### src/design/jddm_pkg.sv
package jddm_pkg;

    // Field widths
    localparam int unsigned LO_W    = 4;
    localparam int unsigned HI_W    = 6;
    localparam int unsigned AXIS_W  = 9;   // signed axis value, -255..255
    localparam int unsigned DUTY_W  = 8;
    localparam int unsigned DZ_W    = 8;
    localparam int unsigned TRIG_W  = 17;  // Q1.15 with room for +-1.0
    localparam int unsigned CROSS_W = 27;

    localparam logic [DZ_W-1:0] DEADZONE_RESET = 8'd60;

    // Threshold angle indexes
    localparam int unsigned NUM_ANG = 17;
    localparam int unsigned A_P070 = 0;
    localparam int unsigned A_P087 = 1;
    localparam int unsigned A_P223 = 2;
    localparam int unsigned A_P247 = 3;
    localparam int unsigned A_M240 = 4;
    localparam int unsigned A_M230 = 5;
    localparam int unsigned A_M090 = 6;
    localparam int unsigned A_M060 = 7;
    localparam int unsigned A_ZERO = 8;
    localparam int unsigned A_P079 = 9;
    localparam int unsigned A_P157 = 10;
    localparam int unsigned A_P236 = 11;
    localparam int unsigned A_P314 = 12;
    localparam int unsigned A_M314 = 13;
    localparam int unsigned A_M236 = 14;
    localparam int unsigned A_M157 = 15;
    localparam int unsigned A_M079 = 16;

    // sin(a) and cos(a) of each threshold, scaled by 32768
    localparam logic signed [TRIG_W-1:0] ANG_SIN [NUM_ANG] = '{
        17'sd21110,  17'sd25046,  17'sd25902,  17'sd20389,
        -17'sd22134, -17'sd24435, -17'sd25668, -17'sd18502,
        17'sd0,      17'sd23277,  17'sd32768,  17'sd23082,
        17'sd52,     -17'sd52,    -17'sd23082, -17'sd32768,
        -17'sd23277
    };

    localparam logic signed [TRIG_W-1:0] ANG_COS [NUM_ANG] = '{
        17'sd25062,  17'sd21130,  -17'sd20070, -17'sd25652,
        -17'sd24163, -17'sd21833, 17'sd20369,  17'sd27045,
        17'sd32768,  17'sd23064,  17'sd26,     -17'sd23258,
        -17'sd32768, -17'sd32768, -17'sd23258, 17'sd26,
        17'sd23064
    };

    // Sector decision carried from the cross-product stage to the drive stage
    typedef struct packed {
        logic [NUM_ANG-1:0] pos;      // cross product above zero
        logic [NUM_ANG-1:0] neg;      // cross product below zero
        logic [DUTY_W-1:0]  ax;
        logic [DUTY_W-1:0]  ay;
        logic [DUTY_W-1:0]  remap;    // ||X| - |Y||
        logic               in_dz;    // both axes inside the deadzone
    } sector_t;

endpackage

### src/design/jddm_axis_store.sv
module jddm_axis_store
    import jddm_pkg::*;
(
    input  logic                     clk,
    input  logic                     rst_n,
    input  logic                     in_valid,
    output logic                     in_ready,
    input  logic [LO_W-1:0]          first_byte,
    input  logic [HI_W-1:0]          second_byte,
    output logic                     axis_valid,
    input  logic                     axis_ready,
    output logic signed [AXIS_W-1:0] x,
    output logic signed [AXIS_W-1:0] y
);

    logic                     valid_reg;
    logic signed [AXIS_W-1:0] last_x_reg;
    logic signed [AXIS_W-1:0] last_y_reg;
    logic [LO_W+HI_W-1:0]     z;
    logic signed [11:0]       span;
    logic signed [AXIS_W-1:0] v;
    logic                     accept;

    // 2z - 1023, then divide by 4 toward zero; span is always odd
    always_comb
    begin
        z    = {second_byte, first_byte};
        span = $signed({1'b0, z, 1'b0}) - 12'sd1023;
        v    = AXIS_W'(span >>> 2) + AXIS_W'(span[11]);
    end

    assign in_ready   = !valid_reg || axis_ready;
    assign accept     = in_valid && in_ready;
    assign axis_valid = valid_reg;
    assign x          = last_x_reg;
    assign y          = last_y_reg;

    // Last X and Y; the pair doubles as this stage's payload
    always_ff @(posedge clk or negedge rst_n)
    begin
        if (!rst_n)
        begin
            valid_reg  <= 1'b0;
            last_x_reg <= '0;
            last_y_reg <= '0;
        end
        else
        begin
            if (accept)
            begin
                valid_reg <= 1'b1;
                if (first_byte[0])
                    last_x_reg <= v;
                else
                    last_y_reg <= v;
            end
            else if (axis_ready)
            begin
                valid_reg <= 1'b0;
            end
        end
    end

endmodule

### src/design/jddm_sector.sv
module jddm_sector
    import jddm_pkg::*;
(
    input  logic                     clk,
    input  logic                     rst_n,
    input  logic [DZ_W-1:0]          deadzone,
    input  logic                     axis_valid,
    output logic                     axis_ready,
    input  logic signed [AXIS_W-1:0] x,
    input  logic signed [AXIS_W-1:0] y,
    output logic                     sec_valid,
    input  logic                     sec_ready,
    output sector_t                  sec
);

    logic                      valid_reg;
    sector_t                   sec_reg;
    sector_t                   sec_next;
    logic signed [CROSS_W-1:0] cross_val [NUM_ANG];
    logic [AXIS_W-1:0]         abs_x;
    logic [AXIS_W-1:0]         abs_y;
    logic [DUTY_W:0]           diff;

    // Y*cos(a) - X*sin(a) for each threshold, kept as sign flags;
    // magnitudes and deadzone test
    always_comb
    begin
        for (int i = 0; i < NUM_ANG; i++)
        begin
            cross_val[i] = CROSS_W'(y) * CROSS_W'(ANG_COS[i])
                         - CROSS_W'(x) * CROSS_W'(ANG_SIN[i]);
            sec_next.neg[i] = cross_val[i][CROSS_W-1];
            sec_next.pos[i] = !cross_val[i][CROSS_W-1] && (cross_val[i] != '0);
        end

        abs_x          = x[AXIS_W-1] ? AXIS_W'(-x) : AXIS_W'(x);
        abs_y          = y[AXIS_W-1] ? AXIS_W'(-y) : AXIS_W'(y);
        sec_next.ax    = abs_x[DUTY_W-1:0];
        sec_next.ay    = abs_y[DUTY_W-1:0];
        diff           = {1'b0, sec_next.ax} - {1'b0, sec_next.ay};
        sec_next.remap = diff[DUTY_W] ? DUTY_W'(-diff) : diff[DUTY_W-1:0];
        sec_next.in_dz = (sec_next.ax < deadzone) && (sec_next.ay < deadzone);
    end

    assign axis_ready = !valid_reg || sec_ready;
    assign sec_valid  = valid_reg;
    assign sec        = sec_reg;

    always_ff @(posedge clk or negedge rst_n)
    begin
        if (!rst_n)
        begin
            valid_reg <= 1'b0;
        end
        else if (axis_ready)
        begin
            valid_reg <= axis_valid;
        end
    end

    always_ff @(posedge clk)
    begin
        if (axis_valid && axis_ready)
            sec_reg <= sec_next;
    end

endmodule

### src/design/jddm_drive_select.sv
module jddm_drive_select
    import jddm_pkg::*;
(
    input  logic              clk,
    input  logic              rst_n,
    input  logic              sec_valid,
    output logic              sec_ready,
    input  sector_t           sec,
    output logic              out_valid,
    input  logic              out_ready,
    output logic [DUTY_W-1:0] left_duty,
    output logic [DUTY_W-1:0] right_duty,
    output logic              left_forward,
    output logic              right_forward
);

    logic              out_valid_reg;
    logic [DUTY_W-1:0] left_duty_reg;
    logic [DUTY_W-1:0] right_duty_reg;
    logic              left_dir_reg;
    logic              right_dir_reg;
    logic [DUTY_W-1:0] left_duty_next;
    logic [DUTY_W-1:0] right_duty_next;
    logic              left_dir_next;
    logic              right_dir_next;

    // Band priority; anything not matched keeps its held value
    always_comb
    begin
        left_duty_next  = left_duty_reg;
        right_duty_next = right_duty_reg;
        left_dir_next   = left_dir_reg;
        right_dir_next  = right_dir_reg;
        if (sec.in_dz)
        begin
            left_duty_next  = '0;
            right_duty_next = '0;
            left_dir_next   = 1'b0;
            right_dir_next  = 1'b0;
        end
        else if (sec.pos[A_P070] && sec.neg[A_P087])
        begin
            right_duty_next = '0;
            right_dir_next  = 1'b0;
            left_duty_next  = sec.ax;
        end
        else if (sec.pos[A_P223] && sec.neg[A_P247])
        begin
            left_duty_next  = '0;
            left_dir_next   = 1'b0;
            right_duty_next = sec.ax;
        end
        else if (sec.pos[A_M240] && sec.neg[A_M230])
        begin
            right_duty_next = '0;
            left_dir_next   = 1'b0;
            left_duty_next  = sec.ax;
        end
        else if (sec.pos[A_M090] && sec.neg[A_M060])
        begin
            left_duty_next  = '0;
            right_dir_next  = 1'b0;
            right_duty_next = sec.ax;
        end
        else if (sec.pos[A_ZERO] && sec.neg[A_P079])
        begin
            left_duty_next  = sec.ax;
            left_dir_next   = 1'b1;
            right_duty_next = sec.remap;
            right_dir_next  = 1'b0;
        end
        else if (sec.pos[A_P079] && sec.neg[A_P157])
        begin
            left_duty_next  = sec.ay;
            left_dir_next   = 1'b1;
            right_duty_next = sec.remap;
            right_dir_next  = 1'b1;
        end
        else if (sec.pos[A_P157] && sec.neg[A_P236])
        begin
            left_duty_next  = sec.remap;
            left_dir_next   = 1'b1;
            right_duty_next = sec.ay;
            right_dir_next  = 1'b1;
        end
        else if (sec.pos[A_P236] && sec.neg[A_P314])
        begin
            left_duty_next  = sec.remap;
            left_dir_next   = 1'b0;
            right_duty_next = sec.ax;
            right_dir_next  = 1'b1;
        end
        else if (sec.pos[A_M314] && !sec.pos[A_M236])
        begin
            // upper edge of this band is inclusive
            left_duty_next  = sec.ax;
            left_dir_next   = 1'b0;
            right_duty_next = sec.remap;
            right_dir_next  = 1'b1;
        end
        else if (sec.pos[A_M236] && sec.neg[A_M157])
        begin
            left_duty_next  = sec.ay;
            left_dir_next   = 1'b0;
            right_duty_next = sec.remap;
            right_dir_next  = 1'b0;
        end
        else if (sec.pos[A_M157] && sec.neg[A_M079])
        begin
            left_duty_next  = sec.remap;
            left_dir_next   = 1'b0;
            right_duty_next = sec.ay;
            right_dir_next  = 1'b0;
        end
        else if (sec.pos[A_M079] && sec.neg[A_ZERO])
        begin
            left_duty_next  = sec.remap;
            left_dir_next   = 1'b1;
            right_duty_next = sec.ax;
            right_dir_next  = 1'b0;
        end
    end

    assign sec_ready     = !out_valid_reg || out_ready;
    assign out_valid     = out_valid_reg;
    assign left_duty     = left_duty_reg;
    assign right_duty    = right_duty_reg;
    assign left_forward  = left_dir_reg;
    assign right_forward = right_dir_reg;

    // Held drive values are also the result register
    always_ff @(posedge clk or negedge rst_n)
    begin
        if (!rst_n)
        begin
            out_valid_reg  <= 1'b0;
            left_duty_reg  <= '0;
            right_duty_reg <= '0;
            left_dir_reg   <= 1'b0;
            right_dir_reg  <= 1'b0;
        end
        else
        begin
            if (sec_valid && sec_ready)
            begin
                out_valid_reg  <= 1'b1;
                left_duty_reg  <= left_duty_next;
                right_duty_reg <= right_duty_next;
                left_dir_reg   <= left_dir_next;
                right_dir_reg  <= right_dir_next;
            end
            else if (out_ready)
            begin
                out_valid_reg <= 1'b0;
            end
        end
    end

endmodule

### src/design/joystick_differential_drive_mixer.sv
// Channel   Handshake              Payload
// in        in_valid / in_ready    first_byte[3:0], second_byte[5:0]
// cfg       cfg_valid / cfg_ready  cfg_data[7:0] (deadzone)
// out       out_valid / out_ready  left_duty, right_duty, left_forward, right_forward
//
// One request per cycle while out_ready is high; each taken request passes through
// the axis store, cross-product stage and drive select registers in that order.
// Reset clears the stored axes and held drive values to zero, deadzone to 60.
// Stalls on out_ready back up stage by stage; each stage still fills while the
// one after it holds a result. cfg_ready is always high.
module joystick_differential_drive_mixer
    import jddm_pkg::*;
(
    input  logic              clk,
    input  logic              rst_n,
    input  logic              in_valid,
    output logic              in_ready,
    input  logic [LO_W-1:0]   first_byte,
    input  logic [HI_W-1:0]   second_byte,
    input  logic              cfg_valid,
    output logic              cfg_ready,
    input  logic [DZ_W-1:0]   cfg_data,
    output logic              out_valid,
    input  logic              out_ready,
    output logic [DUTY_W-1:0] left_duty,
    output logic [DUTY_W-1:0] right_duty,
    output logic              left_forward,
    output logic              right_forward
);

    logic [DZ_W-1:0]          deadzone_reg;
    logic                     axis_valid;
    logic                     axis_ready;
    logic signed [AXIS_W-1:0] x;
    logic signed [AXIS_W-1:0] y;
    logic                     sec_valid;
    logic                     sec_ready;
    sector_t                  sec;

    // Deadzone register
    assign cfg_ready = 1'b1;

    always_ff @(posedge clk or negedge rst_n)
    begin
        if (!rst_n)
            deadzone_reg <= DEADZONE_RESET;
        else if (cfg_valid && cfg_ready)
            deadzone_reg <= cfg_data;
    end

    jddm_axis_store u_axis_store (
        .clk         (clk),
        .rst_n       (rst_n),
        .in_valid    (in_valid),
        .in_ready    (in_ready),
        .first_byte  (first_byte),
        .second_byte (second_byte),
        .axis_valid  (axis_valid),
        .axis_ready  (axis_ready),
        .x           (x),
        .y           (y)
    );

    jddm_sector u_sector (
        .clk        (clk),
        .rst_n      (rst_n),
        .deadzone   (deadzone_reg),
        .axis_valid (axis_valid),
        .axis_ready (axis_ready),
        .x          (x),
        .y          (y),
        .sec_valid  (sec_valid),
        .sec_ready  (sec_ready),
        .sec        (sec)
    );

    jddm_drive_select u_drive_select (
        .clk           (clk),
        .rst_n         (rst_n),
        .sec_valid     (sec_valid),
        .sec_ready     (sec_ready),
        .sec           (sec),
        .out_valid     (out_valid),
        .out_ready     (out_ready),
        .left_duty     (left_duty),
        .right_duty    (right_duty),
        .left_forward  (left_forward),
        .right_forward (right_forward)
    );

endmodule
### config.mk
export PLATFORM = sky130hd
export DESIGN_NAME = joystick_differential_drive_mixer
export DESIGN_NICKNAME = d
export VERILOG_FILES = /design/src/design/jddm_pkg.sv /design/src/design/jddm_axis_store.sv /design/src/design/jddm_sector.sv /design/src/design/jddm_drive_select.sv /design/src/design/joystick_differential_drive_mixer.sv
export SDC_FILE = /design/constraint.sdc
export NUM_CORES = 2
export LEC_CHECK = 0
export BUFFER_PORTS_ARGS = -buffer_cell sky130_fd_sc_hd__buf_2
export CORE_ASPECT_RATIO = 0.5
export CORE_MARGIN = 8
export CORE_UTILIZATION = 38
export DETAILED_ROUTE_END_ITERATION = 7
export GPL_ROUTABILITY_DRIVEN = 0
export PLACE_DENSITY = 0.56
export SLEW_MARGIN = 20
export SYNTH_ARGS = -nofsm -noshare
export SYNTH_HDL_FRONTEND = slang
export SYNTH_SLANG_ARGS = --single-unit
export TNS_END_PERCENT = 30
### constraint.sdc
create_clock -name clk -period 13.15 [get_ports clk]
set_clock_uncertainty 0.2 [all_clocks]
set_input_delay 1.9725 -clock clk [delete_from_list [all_inputs] [get_ports clk]]
set_output_delay 1.9725 -clock clk [all_outputs]
set_load 0.1 [all_outputs]
# Yosys cells after proc, flatten, opt, wreduce, memory -nomap -nowiden
# Cells that the tools add are included.
# Widths: inputs -> output; s select.
# word_totals
register_bits	106
input_bits	23
word_cells	215
# classes
add_sub_neg	24
multipliers	25
magnitude_cmp	2
n_eq_ne	4
n_mux	59
n_bitwise	1
reduce_logical	84
# ops
op	count
$reduce_bool 27->1	17
$sub 27x27->27	14
$mul 9x15->24 const B	11
$mux 8	29
$mul 9x16->25 const B	8
$mul 9x14->23 const B	2
$mul 9x5->14 const B	3
$logic_and 1x1->1	33
$mux 1	30
$sub 15x27->27	1
$sub 15x24->25	1
$neg 8->8	3
$neg 9->12	2
$mul 9x13->22 const B	1
$reduce_bool 11->1	2
$logic_not 1->1	21
$lt 8x8->1	2
$reduce_bool 13->1	1
$sub 11x10->12 const B	1
$add 9x1->9	1
$sub 8x8->9	1
$reduce_and 4->1	2
$ne 3x1->1 const B	2
$reduce_and 2->1	3
5 further kinds	8

# Longest topological paths before layout
# logic_depth
ltp_word	14
ltp_mapped	35
depth_no_buf	34

# Modules after synthesis
# From an unflattened synthesis, not the netlist that was laid out.
# hier_totals
hier_cells	7600
hier_area_um2	68121.6
# by_module_without_submodules
mod	instances	cells_per_inst	area_each_um2	seq_area_each_um2
jddm_sector	1	7346	65551.6	1796.7
jddm_drive_select	1	158	1366.3	475.5
jddm_axis_store	1	77	855.8	475.5
joystick_differential_drive_mixer	1	19	347.8	205.2

# Least setup slack after synthesis
# Ideal clock, no wire load.
# synth_path
path_kind	reg2reg
start	register u_axis_store.last_x_reg[8] (netlist: u_axis_store.x[8])
end	register u_sector.sec_reg (netlist bit u_sector.sec[44]), data pin
setup_ns	0.263
arrival_ns	8.758
slack_ns	3.929
stages_incl_launch_ff	31
path_buffers	1
period_less_slack_ns	9.221
cell_sequence	dfrtp_1 -> clkbuf_1 -> clkinv_1 -> ha_1 -> inv_1 -> fa_1 -> fa_1 -> fa_1 -> inv_1 -> ha_1 -> ha_1 -> and2_1 -> o21ai_0 -> o211ai_1 -> a31oi_1 -> nor2b_1 -> o21a_1 -> nor2_1 -> xor2_1 -> ha_1 -> nand2b_1 -> a21oi_1 -> a2111oi_0 -> o2111a_1 -> o2111ai_1 -> or4_1 -> or4_1 -> nor4_2 -> nand2_1 -> o221ai_1 -> a31oi_1
# synth_lines
item	line_no	text
from (decl)	jddm_axis_store.sv:17	logic signed [AXIS_W-1:0] last_x_reg;
from (signal assigned)	jddm_axis_store.sv:53	last_x_reg <= v;
to (signal assigned)	jddm_sector.sv:64	sec_reg <= sec_next;
to (decl)	jddm_sector.sv:17	sector_t sec_reg;

==> impl_metrics.py <==
metrics = {
    "worst_setup_path": {
        "critPathRequiredTime_ns": 13.13,
        "crit_arrival_ns": 10.40,
        "max_stage_delay_ns": 0.76,
        "critPathMaxFanout": 16,
        "path_class": "reg -> reg",
        "endpoint_kind": "flop",
        "cp-start-kind": "flop",
        "slowest_stage": "ha_1",
        "cpMostUsedCell": "ha_1",
    },
    "sta": {
        "fin_ws_ns": 2.73,
        "hold_violations": 0,
        "tightest_slew_ns": 1.28,
        "max-slew-margin-rel": 0.143,
        "clock.fmax_mhz": 95.9,
        "fin_setup_tns_ns": 0,
        "finalCritPeriodShare": 0.793,
        "rsz0062_at_grt": "no",
        "slew_violations": 0,
        "setup_violations": 0,
        "holdWs_ns": 0.284,
        "min_period_ns": 10.42,
    },
    "synthesis": {
        "synth_area_leaders": "ha_1 (30%), fa_1 (21%), inv_1 (8.1%)",
        "ys_top_cells_by_count": "ha_1 (1523), inv_1 (1348), fa_1 (671), nor2_1 (399), a21oi_1 (357)",
        "yosys_warnings": 0,
        "yosysTopAreaCell": "ha_1",
        "yosys.cell_count.top_type": "ha_1",
        "synth_ff_type": "edfxtp_1",
        "synth-edff-count": 48,
        "synth_top_area_frac": 0.305,
        "synth_cell_type_count": 104,
        "synthCells": 7217,
        "yosysSeqAreaShare": 0.0420,
        "avgSynthCellArea_um2": 8.66,
        "async_reset_ff_frac": 0.495,
        "ys_ff_latch": 95,
        "syn_nets": 9434,
        "netlist_area_mm2": 0.0625,
    },
    "detailed_routing": {
        "first_pass_iters": 8,
        "num_vias": 54900,
        "vias_per_cell": 5.78,
        "ant_nets": 0,
        "drcViolationCount": 2,
        "wl_per_cell_um": 26.9,
        "drt_wl_total_mm": 256,
        "drtIter0Drc": 6448,
    },
    "placement": {
        "place_ws_ns": 3.04,
        "hpwl_mm": 223,
        "portBuffers": 42,
    },
    "status": {
        "status": "complete, but fails checks",
        "violations": "DRC",
    },
    "cts": {
        "clk_path_buf_depth": 2,
        "cts_tree": "yes",
        "cts.clk_slew.worst_paths_ns": 0.11,
        "htreeDepth": 3,
        "clk-insertion-delay-late_ns": 0.42,
        "cts_resized": 0,
        "cts_buffers": 9,
        "clock-sinks": 95,
        "cts_hold_buffers": 0,
        "cts-root-buf": "clkbuf_16",
        "post-cts-setup-buffers": 0,
    },
    "layout": {
        "drive_gt1_frac": 0.0338,
        "largest_register_ffs": 48,
        "areaGrowthSynthToFinish_pct": 6.06,
        "nets": 9518,
        "fillers": 16800,
    },
    "grt": {
        "antenna_found_initial": 24,
        "grt_pass1_vias": 52400,
        "grt_max_degree": 48,
        "grt_pass1_wl_mm": 365,
        "overflow": 0,
        "grt_usage": 0.280,
    },
    "floorplan": {
        "core_area_mm2": 0.164,
        "start_util": 0.382,
        "dieArea_mm2": 0.178,
        "die_h_um": 303,
        "fp.dieW_um": 589,
        "num_io_pins": 44,
        "rows": 105,
    },
    "run": {
        "drv_cap": 0,
    },
    "hold_path": {
        "hp-class": "reg -> reg",
    },
}
-- worst max-delay path: cells and delay by family, from the launching register on --
family	cells	cell delay, ns
and+or+nand+nor	8	1.87
AOI/OAI and AO/OA	14	3.08
adders and majority gates	7	2.81
buffers and inverters	5	1.50
DFF	1	0.75
-- placed cells by master (no fill, tap or decap), types with 48 or more instances in the layout --
cell type	netlist	final
xnor2_1	285	283
nor2_1	399	399
nor2b_1	91	91
a21boi_0	57	57
xor2_1	164	158
nand3_1	128	128
o21bai_1	49	49
nor3_1	157	157
inv_1	1348	1348
o21a_1	88	88
a21oi_1	357	357
nand2_1	327	327
a31oi_1	48	48
fa_1	671	671
ha_1	1523	1523
a21o_1	136	136
o21ai_0	310	309
buf_4	1	80
nand2b_1	113	113
edfxtp_1	48	48
-- metal layers --
layer	part of all wire	up-vias	track usage
met5	0.00043	-	0
met4	0.054	16	0.122
met3	0.14	599	0.111
met2	0.38	2808	0.388
met1	0.43	26400	0.382
li1	-	25100	-
-- final cells by class --
type / instances / area, um2 / area share
sequential: 95 / 2630 / 0.0397
tap: 2193 / 2740 / 0.0414
antenna: 10 / 25.0 / 0.000378
timing repair buffer: 122 / 811 / 0.0122
clock inverter: 7 / 88.8 / 0.00134
inverter: 1350 / 5070 / 0.0765
multi-input combinational: 5723 / 54700 / 0.825
clock buffer: 9 / 225 / 0.00340
-- logic make-up after synthesis --
logic type,count (synthesis),synth area share
AO/OA/AOI/OAI,1493,0.160
XOR/XNOR,450,0.0633
adder cells (fa/ha/maj),2195,0.520
buffers and inverters,1399,0.0841
flip-flops,95,0.0420
multiplexers,45,0.00751
other,1,0.0000600
AND/OR/NAND/NOR,1539,0.123
-- path summary, 6_finish.rpt --
kind	start	endpoint	cells after the start	slack, ns
setup / recovery	u_axis_store.y[1]	u_sector.sec[44]	34	2.73
hold / removal	u_drive_select.left_duty[7]	u_drive_select.left_duty[7]	2	0.28
setup reg to reg	u_axis_store.y[1]	u_sector.sec[44]	34	2.73
hold reg to reg	u_drive_select.left_duty[7]	u_drive_select.left_duty[7]	2	0.28
max in group asynchronous	rst_n	u_axis_store.x[0]	2	10.67
min in group asynchronous	rst_n	u_drive_select.left_duty[5]	2	1.51
-- through the flow --
step,util,instance area [um2],std cells
after global placement,0.403,65900,9483
after global routing,0.405,66300,9499
after floorplan,-,62500,7217
final,0.405,66300,9509
after detailed placement,0.403,65900,9483
after CTS,0.404,66200,9499
Power is not shown: default switching activity piles up to over one toggle a cycle in this logic, so the estimate is an artifact.
